## src/rtl/fmpr_pkg.sv

```systemverilog
// shared types and constants for the flow meter pulse front end
package fmpr_pkg;

	// divider geometry: widest dividend is count << 20, widest divisor is interval * ppl
	localparam int DVD_W = 52;
	localparam int DVS_W = 48;
	localparam int CNT_W = 6;
	localparam logic [CNT_W-1:0] LAST_STEP = CNT_W'(DVD_W - 1);

	// flow numerator: 60e6 us per minute in Q16.16
	localparam logic [DVD_W-1:0] FLOW_NUMER = 52'd3932160000000;
	localparam int VOL_FRAC = 20;
	localparam logic [9:0] VOL_SCALE = 10'd1000;

	// input actions
	localparam logic ACT_PULSE = 1'b0;
	localparam logic ACT_POLL  = 1'b1;

	// result kinds
	localparam logic KIND_FLOW = 1'b0;
	localparam logic KIND_VOL  = 1'b1;

	// configuration register indexes
	localparam logic [1:0] REG_DEBOUNCE = 2'd0;
	localparam logic [1:0] REG_PPL      = 2'd1;
	localparam logic [1:0] REG_MAX_FLOW = 2'd2;
	localparam logic [1:0] REG_ZERO_MS  = 2'd3;

	// configuration reset values
	localparam logic [31:0] DEF_DEBOUNCE = 32'd1000;
	localparam logic [15:0] DEF_PPL      = 16'd450;
	localparam logic [31:0] DEF_MAX_FLOW = 32'hFFFF_FFFF;
	localparam logic [31:0] DEF_ZERO_MS  = 32'd1000;

	// controller to datapath commands
	typedef struct packed {
		logic take;
		logic pulse_upd;
		logic poll_upd;
		logic den_flow;
		logic div_start;
		logic div_vol;
		logic div_commit;
		logic out_flow;
		logic out_vol;
	} fmpr_cmd_t;

	// datapath to controller status
	typedef struct packed {
		logic is_poll;
		logic flow_go;
		logic count_chg;
		logic div_done;
		logic flow_emit;
		logic vol_emit;
		logic out_free;
	} fmpr_sts_t;

endpackage

```

## src/rtl/flow_meter_pulse_rate_volume_top.sv

```systemverilog
// Flow meter pulse front end, top level. Each request is taken one at a time.
// A pulse request that leaves the flow alone returns to idle after decode. A
// pulse request that updates the flow and a poll after the pulse count has
// changed each run a division; a poll with a report to give also waits while
// the output register is still held. The divisions use a 52-step restoring
// divider, one quotient bit per cycle, shared by the flow rate and volume
// calculations. Results sit in an output register, so a new request is taken
// while the last result of a poll still waits. Configuration writes are
// always ready and must be issued only while the block is idle.
module flow_meter_pulse_rate_volume_top (
	input  logic        clk,
	input  logic        arst_n,
	input  logic        in_valid,
	output logic        in_stall,
	input  logic        action,
	input  logic [31:0] time_us,
	input  logic [31:0] time_ms,
	output logic        out_valid,
	input  logic        out_stall,
	output logic        kind,
	output logic [47:0] value,
	output logic        last,
	input  logic        cfg_valid,
	output logic        cfg_ready,
	input  logic [1:0]  cfg_index,
	input  logic [31:0] cfg_data
);
	import fmpr_pkg::*;

	fmpr_cmd_t cmd;
	fmpr_sts_t sts;

	// configuration writes never wait
	assign cfg_ready = 1'b1;

	fmpr_ctrl u_ctrl (
		.clk      (clk),
		.arst_n   (arst_n),
		.in_valid (in_valid),
		.in_stall (in_stall),
		.sts      (sts),
		.cmd      (cmd)
	);

	fmpr_dp u_dp (
		.clk       (clk),
		.arst_n    (arst_n),
		.cmd       (cmd),
		.sts       (sts),
		.action    (action),
		.time_us   (time_us),
		.time_ms   (time_ms),
		.out_valid (out_valid),
		.out_stall (out_stall),
		.kind      (kind),
		.value     (value),
		.last      (last),
		.cfg_valid (cfg_valid),
		.cfg_index (cfg_index),
		.cfg_data  (cfg_data)
	);

endmodule

```

## src/rtl/fmpr_div.sv

```systemverilog
// restoring divider, one quotient bit per cycle
module fmpr_div (
	input  logic                       clk,
	input  logic                       arst_n,
	input  logic                       start,
	input  logic [fmpr_pkg::DVD_W-1:0] dividend,
	input  logic [fmpr_pkg::DVS_W-1:0] divisor,
	output logic                       done,
	output logic [fmpr_pkg::DVD_W-1:0] quotient
);
	import fmpr_pkg::*;

	logic             busy_q;
	logic             done_q;
	logic [CNT_W-1:0] cnt_q;
	logic [DVS_W-1:0] rem_q;
	logic [DVD_W-1:0] dq_q;
	logic [DVS_W-1:0] dvs_q;

	logic [DVS_W:0]   trial;
	logic [DVS_W:0]   diff;
	logic             ge;

	// trial subtract of the shifted remainder
	always_comb begin
		trial = {rem_q, dq_q[DVD_W-1]};
		diff  = trial - {1'b0, dvs_q};
		ge    = trial >= {1'b0, dvs_q};
	end

	// step control
	always_ff @(posedge clk or negedge arst_n) begin
		if (!arst_n) begin
			busy_q <= 1'b0;
			done_q <= 1'b0;
			cnt_q  <= '0;
		end else if (start) begin
			busy_q <= 1'b1;
			done_q <= 1'b0;
			cnt_q  <= '0;
		end else if (busy_q) begin
			cnt_q <= cnt_q + 1'b1;
			if (cnt_q == LAST_STEP) begin
				busy_q <= 1'b0;
				done_q <= 1'b1;
			end
		end else begin
			done_q <= 1'b0;
		end
	end

	// remainder and dividend/quotient shift register
	always_ff @(posedge clk) begin
		if (start) begin
			rem_q <= '0;
			dq_q  <= dividend;
			dvs_q <= divisor;
		end else if (busy_q) begin
			rem_q <= ge ? diff[DVS_W-1:0] : trial[DVS_W-1:0];
			dq_q  <= {dq_q[DVD_W-2:0], ge};
		end
	end

	assign done     = done_q;
	assign quotient = dq_q;

endmodule

```

## src/rtl/fmpr_dp.sv

```systemverilog
// datapath: configuration, meter state, divider and output register
module fmpr_dp (
	input  logic                 clk,
	input  logic                 arst_n,
	input  fmpr_pkg::fmpr_cmd_t  cmd,
	output fmpr_pkg::fmpr_sts_t  sts,
	input  logic                 action,
	input  logic [31:0]          time_us,
	input  logic [31:0]          time_ms,
	output logic                 out_valid,
	input  logic                 out_stall,
	output logic                 kind,
	output logic [47:0]          value,
	output logic                 last,
	input  logic                 cfg_valid,
	input  logic [1:0]           cfg_index,
	input  logic [31:0]          cfg_data
);
	import fmpr_pkg::*;

	// configuration
	logic [31:0] debounce_q;
	logic [15:0] ppl_q;
	logic [31:0] max_flow_q;
	logic [31:0] zero_ms_q;

	// latched request
	logic        action_q;
	logic [31:0] time_us_q;
	logic [31:0] time_ms_q;

	// meter state
	logic [31:0] prev_pulse_us_q;
	logic [31:0] last_real_ms_q;
	logic [31:0] pulse_total_q;
	logic [31:0] rep_total_q;
	logic [31:0] flow_rate_q;
	logic [31:0] rep_flow_q;
	logic [47:0] rep_vol_q;

	// poll bookkeeping
	logic        flow_emit_q;
	logic        vol_emit_q;
	logic [31:0] flow_val_q;

	// divide operands
	logic [31:0] interval_q;
	logic [47:0] den_q;

	// output register
	logic        out_valid_q;
	logic        kind_q;
	logic [47:0] value_q;
	logic        last_q;

	logic [31:0] interval;
	logic [31:0] quiet;
	logic [47:0] flow_den;
	logic [25:0] vol_den;
	logic [DVD_W-1:0] dividend;
	logic [DVD_W-1:0] quotient;
	logic        div_done;
	logic [31:0] flow_sat;
	logic [47:0] vol_new;
	logic        out_free;

	// interval arithmetic and divisor products
	always_comb begin
		interval = time_us_q - prev_pulse_us_q;
		quiet    = time_ms_q - last_real_ms_q;
		flow_den = interval_q * ppl_q;
		vol_den  = ppl_q * VOL_SCALE;
		dividend = cmd.div_vol ? {rep_total_q, {VOL_FRAC{1'b0}}} : FLOW_NUMER;
		flow_sat = (quotient[DVD_W-1:32] != '0) ? 32'hFFFF_FFFF : quotient[31:0];
		vol_new  = quotient[47:0];
		out_free = !out_valid_q || !out_stall;
	end

	fmpr_div u_div (
		.clk      (clk),
		.arst_n   (arst_n),
		.start    (cmd.div_start),
		.dividend (dividend),
		.divisor  (den_q),
		.done     (div_done),
		.quotient (quotient)
	);

	// status back to the controller
	always_comb begin
		sts.is_poll   = action_q == ACT_POLL;
		sts.flow_go   = (interval != '0) && (interval >= debounce_q);
		sts.count_chg = pulse_total_q != rep_total_q;
		sts.div_done  = div_done;
		sts.flow_emit = flow_emit_q;
		sts.vol_emit  = vol_emit_q;
		sts.out_free  = out_free;
	end

	// configuration registers
	always_ff @(posedge clk or negedge arst_n) begin
		if (!arst_n) begin
			debounce_q <= DEF_DEBOUNCE;
			ppl_q      <= DEF_PPL;
			max_flow_q <= DEF_MAX_FLOW;
			zero_ms_q  <= DEF_ZERO_MS;
		end else if (cfg_valid) begin
			case (cfg_index)
				REG_DEBOUNCE: debounce_q <= cfg_data;
				REG_PPL:      ppl_q      <= cfg_data[15:0];
				REG_MAX_FLOW: max_flow_q <= cfg_data;
				REG_ZERO_MS:  zero_ms_q  <= cfg_data;
				default:      ;
			endcase
		end
	end

	// request capture and divisor operands
	always_ff @(posedge clk) begin
		if (cmd.take) begin
			action_q  <= action;
			time_us_q <= time_us;
			time_ms_q <= time_ms;
		end
		if (cmd.pulse_upd) begin
			interval_q <= interval;
		end
		if (cmd.den_flow) begin
			den_q <= flow_den;
		end else if (cmd.poll_upd) begin
			den_q <= {22'b0, vol_den};
		end
		if (cmd.poll_upd) begin
			flow_val_q <= flow_rate_q;
		end
	end

	// meter state and poll bookkeeping
	always_ff @(posedge clk or negedge arst_n) begin
		if (!arst_n) begin
			prev_pulse_us_q <= '0;
			last_real_ms_q  <= '0;
			pulse_total_q   <= '0;
			rep_total_q     <= '0;
			flow_rate_q     <= '0;
			rep_flow_q      <= '0;
			rep_vol_q       <= '0;
			flow_emit_q     <= 1'b0;
			vol_emit_q      <= 1'b0;
		end else begin
			if (cmd.pulse_upd) begin
				prev_pulse_us_q <= time_us_q;
				pulse_total_q   <= pulse_total_q + 1'b1;
				if (interval != '0) begin
					last_real_ms_q <= time_ms_q;
				end
			end
			if (cmd.poll_upd) begin
				flow_emit_q <= (flow_rate_q != rep_flow_q) && (flow_rate_q < max_flow_q);
				rep_flow_q  <= flow_rate_q;
				rep_total_q <= pulse_total_q;
				vol_emit_q  <= 1'b0;
				if (quiet > zero_ms_q) begin
					flow_rate_q <= '0;
				end
			end
			if (cmd.div_commit) begin
				if (!cmd.div_vol) begin
					flow_rate_q <= flow_sat;
				end else if (vol_new != rep_vol_q) begin
					rep_vol_q  <= vol_new;
					vol_emit_q <= 1'b1;
				end
			end
		end
	end

	// output register valid
	always_ff @(posedge clk or negedge arst_n) begin
		if (!arst_n) begin
			out_valid_q <= 1'b0;
		end else if (cmd.out_flow || cmd.out_vol) begin
			out_valid_q <= 1'b1;
		end else if (!out_stall) begin
			out_valid_q <= 1'b0;
		end
	end

	// output register payload
	always_ff @(posedge clk) begin
		if (cmd.out_flow) begin
			kind_q  <= KIND_FLOW;
			value_q <= {16'b0, flow_val_q};
			last_q  <= !vol_emit_q;
		end else if (cmd.out_vol) begin
			kind_q  <= KIND_VOL;
			value_q <= rep_vol_q;
			last_q  <= 1'b1;
		end
	end

	assign out_valid = out_valid_q;
	assign kind      = kind_q;
	assign value     = value_q;
	assign last      = last_q;

endmodule

```

## src/rtl/fmpr_ctrl.sv

```systemverilog
// controller: sequences pulse and poll requests over the datapath
module fmpr_ctrl (
	input  logic                 clk,
	input  logic                 arst_n,
	input  logic                 in_valid,
	output logic                 in_stall,
	input  fmpr_pkg::fmpr_sts_t  sts,
	output fmpr_pkg::fmpr_cmd_t  cmd
);
	import fmpr_pkg::*;

	typedef enum logic [2:0] {
		ST_IDLE,
		ST_DECODE,
		ST_MUL,
		ST_DIV_GO,
		ST_DIV_WAIT,
		ST_EMIT_FLOW,
		ST_EMIT_VOL
	} state_t;

	state_t state_q;
	logic   div_vol_q;

	// state register and divide selection
	always_ff @(posedge clk or negedge arst_n) begin
		if (!arst_n) begin
			state_q   <= ST_IDLE;
			div_vol_q <= 1'b0;
		end else begin
			case (state_q)
				ST_IDLE: begin
					if (in_valid) state_q <= ST_DECODE;
				end
				ST_DECODE: begin
					if (sts.is_poll) begin
						div_vol_q <= 1'b1;
						state_q   <= sts.count_chg ? ST_DIV_GO : ST_EMIT_FLOW;
					end else begin
						div_vol_q <= 1'b0;
						state_q   <= sts.flow_go ? ST_MUL : ST_IDLE;
					end
				end
				ST_MUL: state_q <= ST_DIV_GO;
				ST_DIV_GO: state_q <= ST_DIV_WAIT;
				ST_DIV_WAIT: begin
					if (sts.div_done) state_q <= div_vol_q ? ST_EMIT_FLOW : ST_IDLE;
				end
				ST_EMIT_FLOW: begin
					if (!sts.flow_emit || sts.out_free) state_q <= ST_EMIT_VOL;
				end
				ST_EMIT_VOL: begin
					if (!sts.vol_emit || sts.out_free) state_q <= ST_IDLE;
				end
				default: state_q <= ST_IDLE;
			endcase
		end
	end

	// command decode
	always_comb begin
		in_stall       = state_q != ST_IDLE;
		cmd            = '0;
		cmd.div_vol    = div_vol_q;
		cmd.take       = (state_q == ST_IDLE) && in_valid;
		cmd.pulse_upd  = (state_q == ST_DECODE) && !sts.is_poll;
		cmd.poll_upd   = (state_q == ST_DECODE) && sts.is_poll;
		cmd.den_flow   = state_q == ST_MUL;
		cmd.div_start  = state_q == ST_DIV_GO;
		cmd.div_commit = (state_q == ST_DIV_WAIT) && sts.div_done;
		cmd.out_flow   = (state_q == ST_EMIT_FLOW) && sts.flow_emit && sts.out_free;
		cmd.out_vol    = (state_q == ST_EMIT_VOL) && sts.vol_emit && sts.out_free;
	end

endmodule

```

## config.mk

```make
export PLATFORM = sky130hd
export DESIGN_NAME = flow_meter_pulse_rate_volume_top
export DESIGN_NICKNAME = d
export VERILOG_FILES = /design/src/rtl/fmpr_pkg.sv /design/src/rtl/flow_meter_pulse_rate_volume_top.sv /design/src/rtl/fmpr_div.sv /design/src/rtl/fmpr_dp.sv /design/src/rtl/fmpr_ctrl.sv
export SDC_FILE = /design/constraint.sdc
export NUM_CORES = 2
export LEC_CHECK = 0
export BUFFER_PORTS_ARGS = -buffer_cell sky130_fd_sc_hd__buf_2
export CORE_MARGIN = 3
export CORE_UTILIZATION = 64
export DETAILED_ROUTE_END_ITERATION = 6
export PLACE_DENSITY = 0.78
export REMOVE_ABC_BUFFERS = 1
export SLEW_MARGIN = 20
export SYNTH_ARGS = -nofsm -noshare
export SYNTH_HDL_FRONTEND = slang
export SYNTH_SLANG_ARGS = --single-unit
```

## constraint.sdc

```tcl
create_clock -name clk -period 8.37 [get_ports clk]
set_clock_uncertainty 0.15 [all_clocks]
set_input_delay 1.674 -clock clk [delete_from_list [all_inputs] [get_ports clk]]
set_output_delay 1.674 -clock clk [all_outputs]
set_load 0.02 [all_outputs]
```

==> metrics.md <==
| Metric | Value |
|---|---|
| Post-synthesis simple-gate area fraction | 0.133 |
| Placed inst area | ~57000 um^2 |
| Asr flop ratio synth | 0.495 |
| PortBufs | about 160 |
| Kind of end point of the critical path | flip-flop |
| Final ANT Viol Nets | 0 |
| CTS tree | done |
| Seq/Total Area, Yosys | 0.360 |
| Die X | roughly 300 um |
| DRC errors left | 0 |
| Slowest CP cell | dfrtp_1 |
| Die area | 89800 um^2 |
| Top Ports | about 160 |
| Synth Area in XOR/XNOR | 0.0466 |
| Complex-gate fraction of the synthesized area | 0.0963 |
| RSZ-0062 raised after global routing | no |
| Wirelength per Cell | between 15 and 20 um |
| Initial antenna violation count | 0 |
| Top FF cell, synth | dfrtp_1 |
| CTS Hold Bufs | 0 |
| Met2 usage | 0.477 |
| Die Span Y | around 300 um |
| Yosys top cell area share | 0.172 |
| Hold Vio Cnt, Final | 0 |
| Status | completed |
| Design Area, Final | around 60000 um^2 |
| First-pass GRT wire length | ~220 mm |
| Rows | approximately 110 |
| Largest area contributor in the netlist | fa_1 |
| Mux contribution to synthesized area | 0.0424 |
| Vias | roughly 39k |
| RD Place Congestion | 0.914 |
| Nets | between 6k and 7k |
| Pin slew with the least headroom to its limit | approximately 1.1 ns |
| Most used routing layer | met2 |
| Iter 0 DRT Violations | 2694 |
| MaxCap Viol Count | 0 |
| Synth Area in Adders | 0.258 |
| Vias/cell | about 5.9 |
| Most frequent cells in the layout | nand2_1 (814), inv_1 (703), fa_1 (475) |
| Critical path's largest stage delay | about 0.84 ns |
| Fmax | 126 MHz |
| Pin count of the biggest net entering global routing | roughly 140 |
| Total CTS buffers | 82 |
| Clk sinks | about 740 |
| Grt ovf | 0 |
| Critical Path, Cell by Cell | buf_4 -> and2_1 -> fa_1 -> fa_1 -> ha_1 -> inv_1 -> fa_1 -> inv_1 -> fa_1 -> fa_1 -> ha_1 -> a21oi_1 -> nand2_1 -> o211a_1 -> a2111oi_0 -> buf_4 -> nor4_1 -> or4_1 -> nand2_1 -> o21ai_0 -> o21ai_0 -> a21oi_1 -> o21a_1 -> nor3_1 |
| Share of cells above drive strength 1 | 0.120 |
| Worst Path Buf+Inv | 4 |
| CTS H-tree depth | 3 |
| Routed WL | roughly 130 mm |
| CP top delay family | adder cells |
| Cells after Synth | between 5k and 6k |
| Synthesized cell area | around 55000 um^2 |
| Max Root-Sink Buffers | 3 |
| Clk Latency, worst-skew pair | around 0.66 ns |
| Gr usage total | 0.300 |
| Syn Area/Cell | 10.2 um^2 |
| DRT Pass-1 Iters | 6 |
| Largest family of logic cells by synthesized area | adder cells |
| Clock transition at path regs | around 0.080 ns |
| WP data arrival | approximately 8 ns |
| Ys Warns | 0 |
| Most used cell, CP | fa_1 |
| Worst EP required | around 8.7 ns |
| CP Max Fanout | 15 |
| Synth unique cells | between 80 and 90 |
| Setup TNS | 0 ns |
| Period utilization | 0.947 |
| Postcts setup bufs | 0 |
| Flop and latch count out of synthesis | ~740 |
| Setup violations, final | 0 |
| Commonest non-fill, non-tap cell in the layout | nand2_1 |
| Area Overhead vs Synth | 8.59% |
| HPWL reported at the end of detailed placement | 97.6 mm |
| Synth area leaders | fa_1 (17%), edfxtp_1 (17%), dfrtp_1 (14%) |
| Vias in the first global route | slightly above 40k |
| M1 GR Usage | 0.421 |
| Slew HR | 0.287 |
| Clk root buf | clkbuf_16 |
| Crit path kind | flip-flop to flip-flop |
| GR Util met3 | 0.0619 |
| Hold Crit Class | flip-flop to flip-flop |
| Crit path launch type | flip-flop |
| Number of synthesized flops with an enable pin | just over 300 |
| Initial core utilization | 0.647 |
| Core Region | roughly 85000 um^2 |
| Min Tclk post-route | 7.93 ns |
| Post_cts resized | 0 |
| Final Max Tran Viols | 0 |
## kinds of logic (layout without fill, tap and decap cells)
family | after synthesis | after routing
compound gates | 817 | 817
fa+ha+maj | 855 | 855
flops | 742 | 742
mux | 198 | 198
simple gates | 1570 | 1570
xor+xnor | 293 | 293
other cells | 1 | 3
buf+inv | 920 | 1076
## worst paths after layout
path,from,end,slack (ns),cells past startpoint
worst max-delay path,u_dp.ppl_q[2]$_DFFE_PN0P_,u_dp.den_q[46]$_SDFFCE_PN0P_,0.44,24
worst min-delay path,u_dp.den_q[20]$_DFFE_PP_,u_dp.u_div.dvs_q[20]$_DFFE_PP_,0.25,0
worst max register to register,u_dp.ppl_q[2]$_DFFE_PN0P_,u_dp.den_q[46]$_SDFFCE_PN0P_,0.44,24
worst min register to register,u_dp.den_q[20]$_DFFE_PP_,u_dp.u_div.dvs_q[20]$_DFFE_PP_,0.25,0
max in group asynchronous,arst_n,u_dp.u_div.busy_q$_DFF_PN0_,5.89,2
min in group asynchronous,arst_n,u_dp.ppl_q[5]$_DFFE_PN0P_,0.84,1
## sequential cells by signal, indices dropped and copies added, names as in the netlist, 48 cells and up
signal	cells
u_dp.u_div.quotient	52
u_dp.u_div.dvs_q	48
u_dp.value	48
u_dp.den_q	48
u_dp.rep_vol_q	48
u_dp.u_div.rem_q	48
## Yosys cell counts, types with 33 or more instances
library cell and number:
nand2_1 817, nor2b_1 33, nor2_1 170, a21oi_1 198
dfxtp_1 65, nand4_1 57, a31oi_1 45, ha_1 380
nor4_1 34, dfrtp_1 319, a21o_1 111, nand2b_1 40
nor3_1 42, and2_1 248, o221a_2 33, xnor2_1 146
fa_1 475, nand3_1 44, inv_1 705, clkbuf_1 196
mux2_2 166, o21ai_0 224, edfxtp_1 310, xor2_1 146
dfstp_2 48
## cell type report
type                       instances  area (um^2)
multi-input combinational       3734        31900
fill                            6277        25300
sequential                       742        19900
inverter                         706         2650
clock buffer                     118         2360
tap                             1144         1430
timing repair buffer             217         1280
clock inverter                    35          453
antenna                            2         5.00
## layer usage
layer,vias up,part of all wire
met2,1414,0.46
met1,19500,0.43
met4,0,0.029
met5,-,0
met3,236,0.082
li1,18100,-
## stage by stage
step / utilization / setup WS, ns / std cells / hold WS, ns
after floorplan: - / 1.09 / 5182 / 0.250
final: 0.703 / 0.444 / 6698 / 0.246
after detailed placement: 0.669 / 0.619 / 6542 / 0.255
after CTS: 0.702 / 0.554 / 6695 / 0.252
after global routing: 0.703 / 0.114 / 6696 / 0.252
after global placement: 0.669 / 0.728 / 6542 / 0.252
## worst register-to-register path, delay by kind of cell, from the launching register on
family | cells | cell delay (ns)
buf+inv | 4 | 0.68
flops | 1 | 0.84
simple gates | 6 | 1.22
fa+ha+maj | 7 | 2.90
compound gates | 7 | 1.97
Power is not shown: default switching activity piles up to over one toggle a cycle in this logic, so the estimate is an artifact.
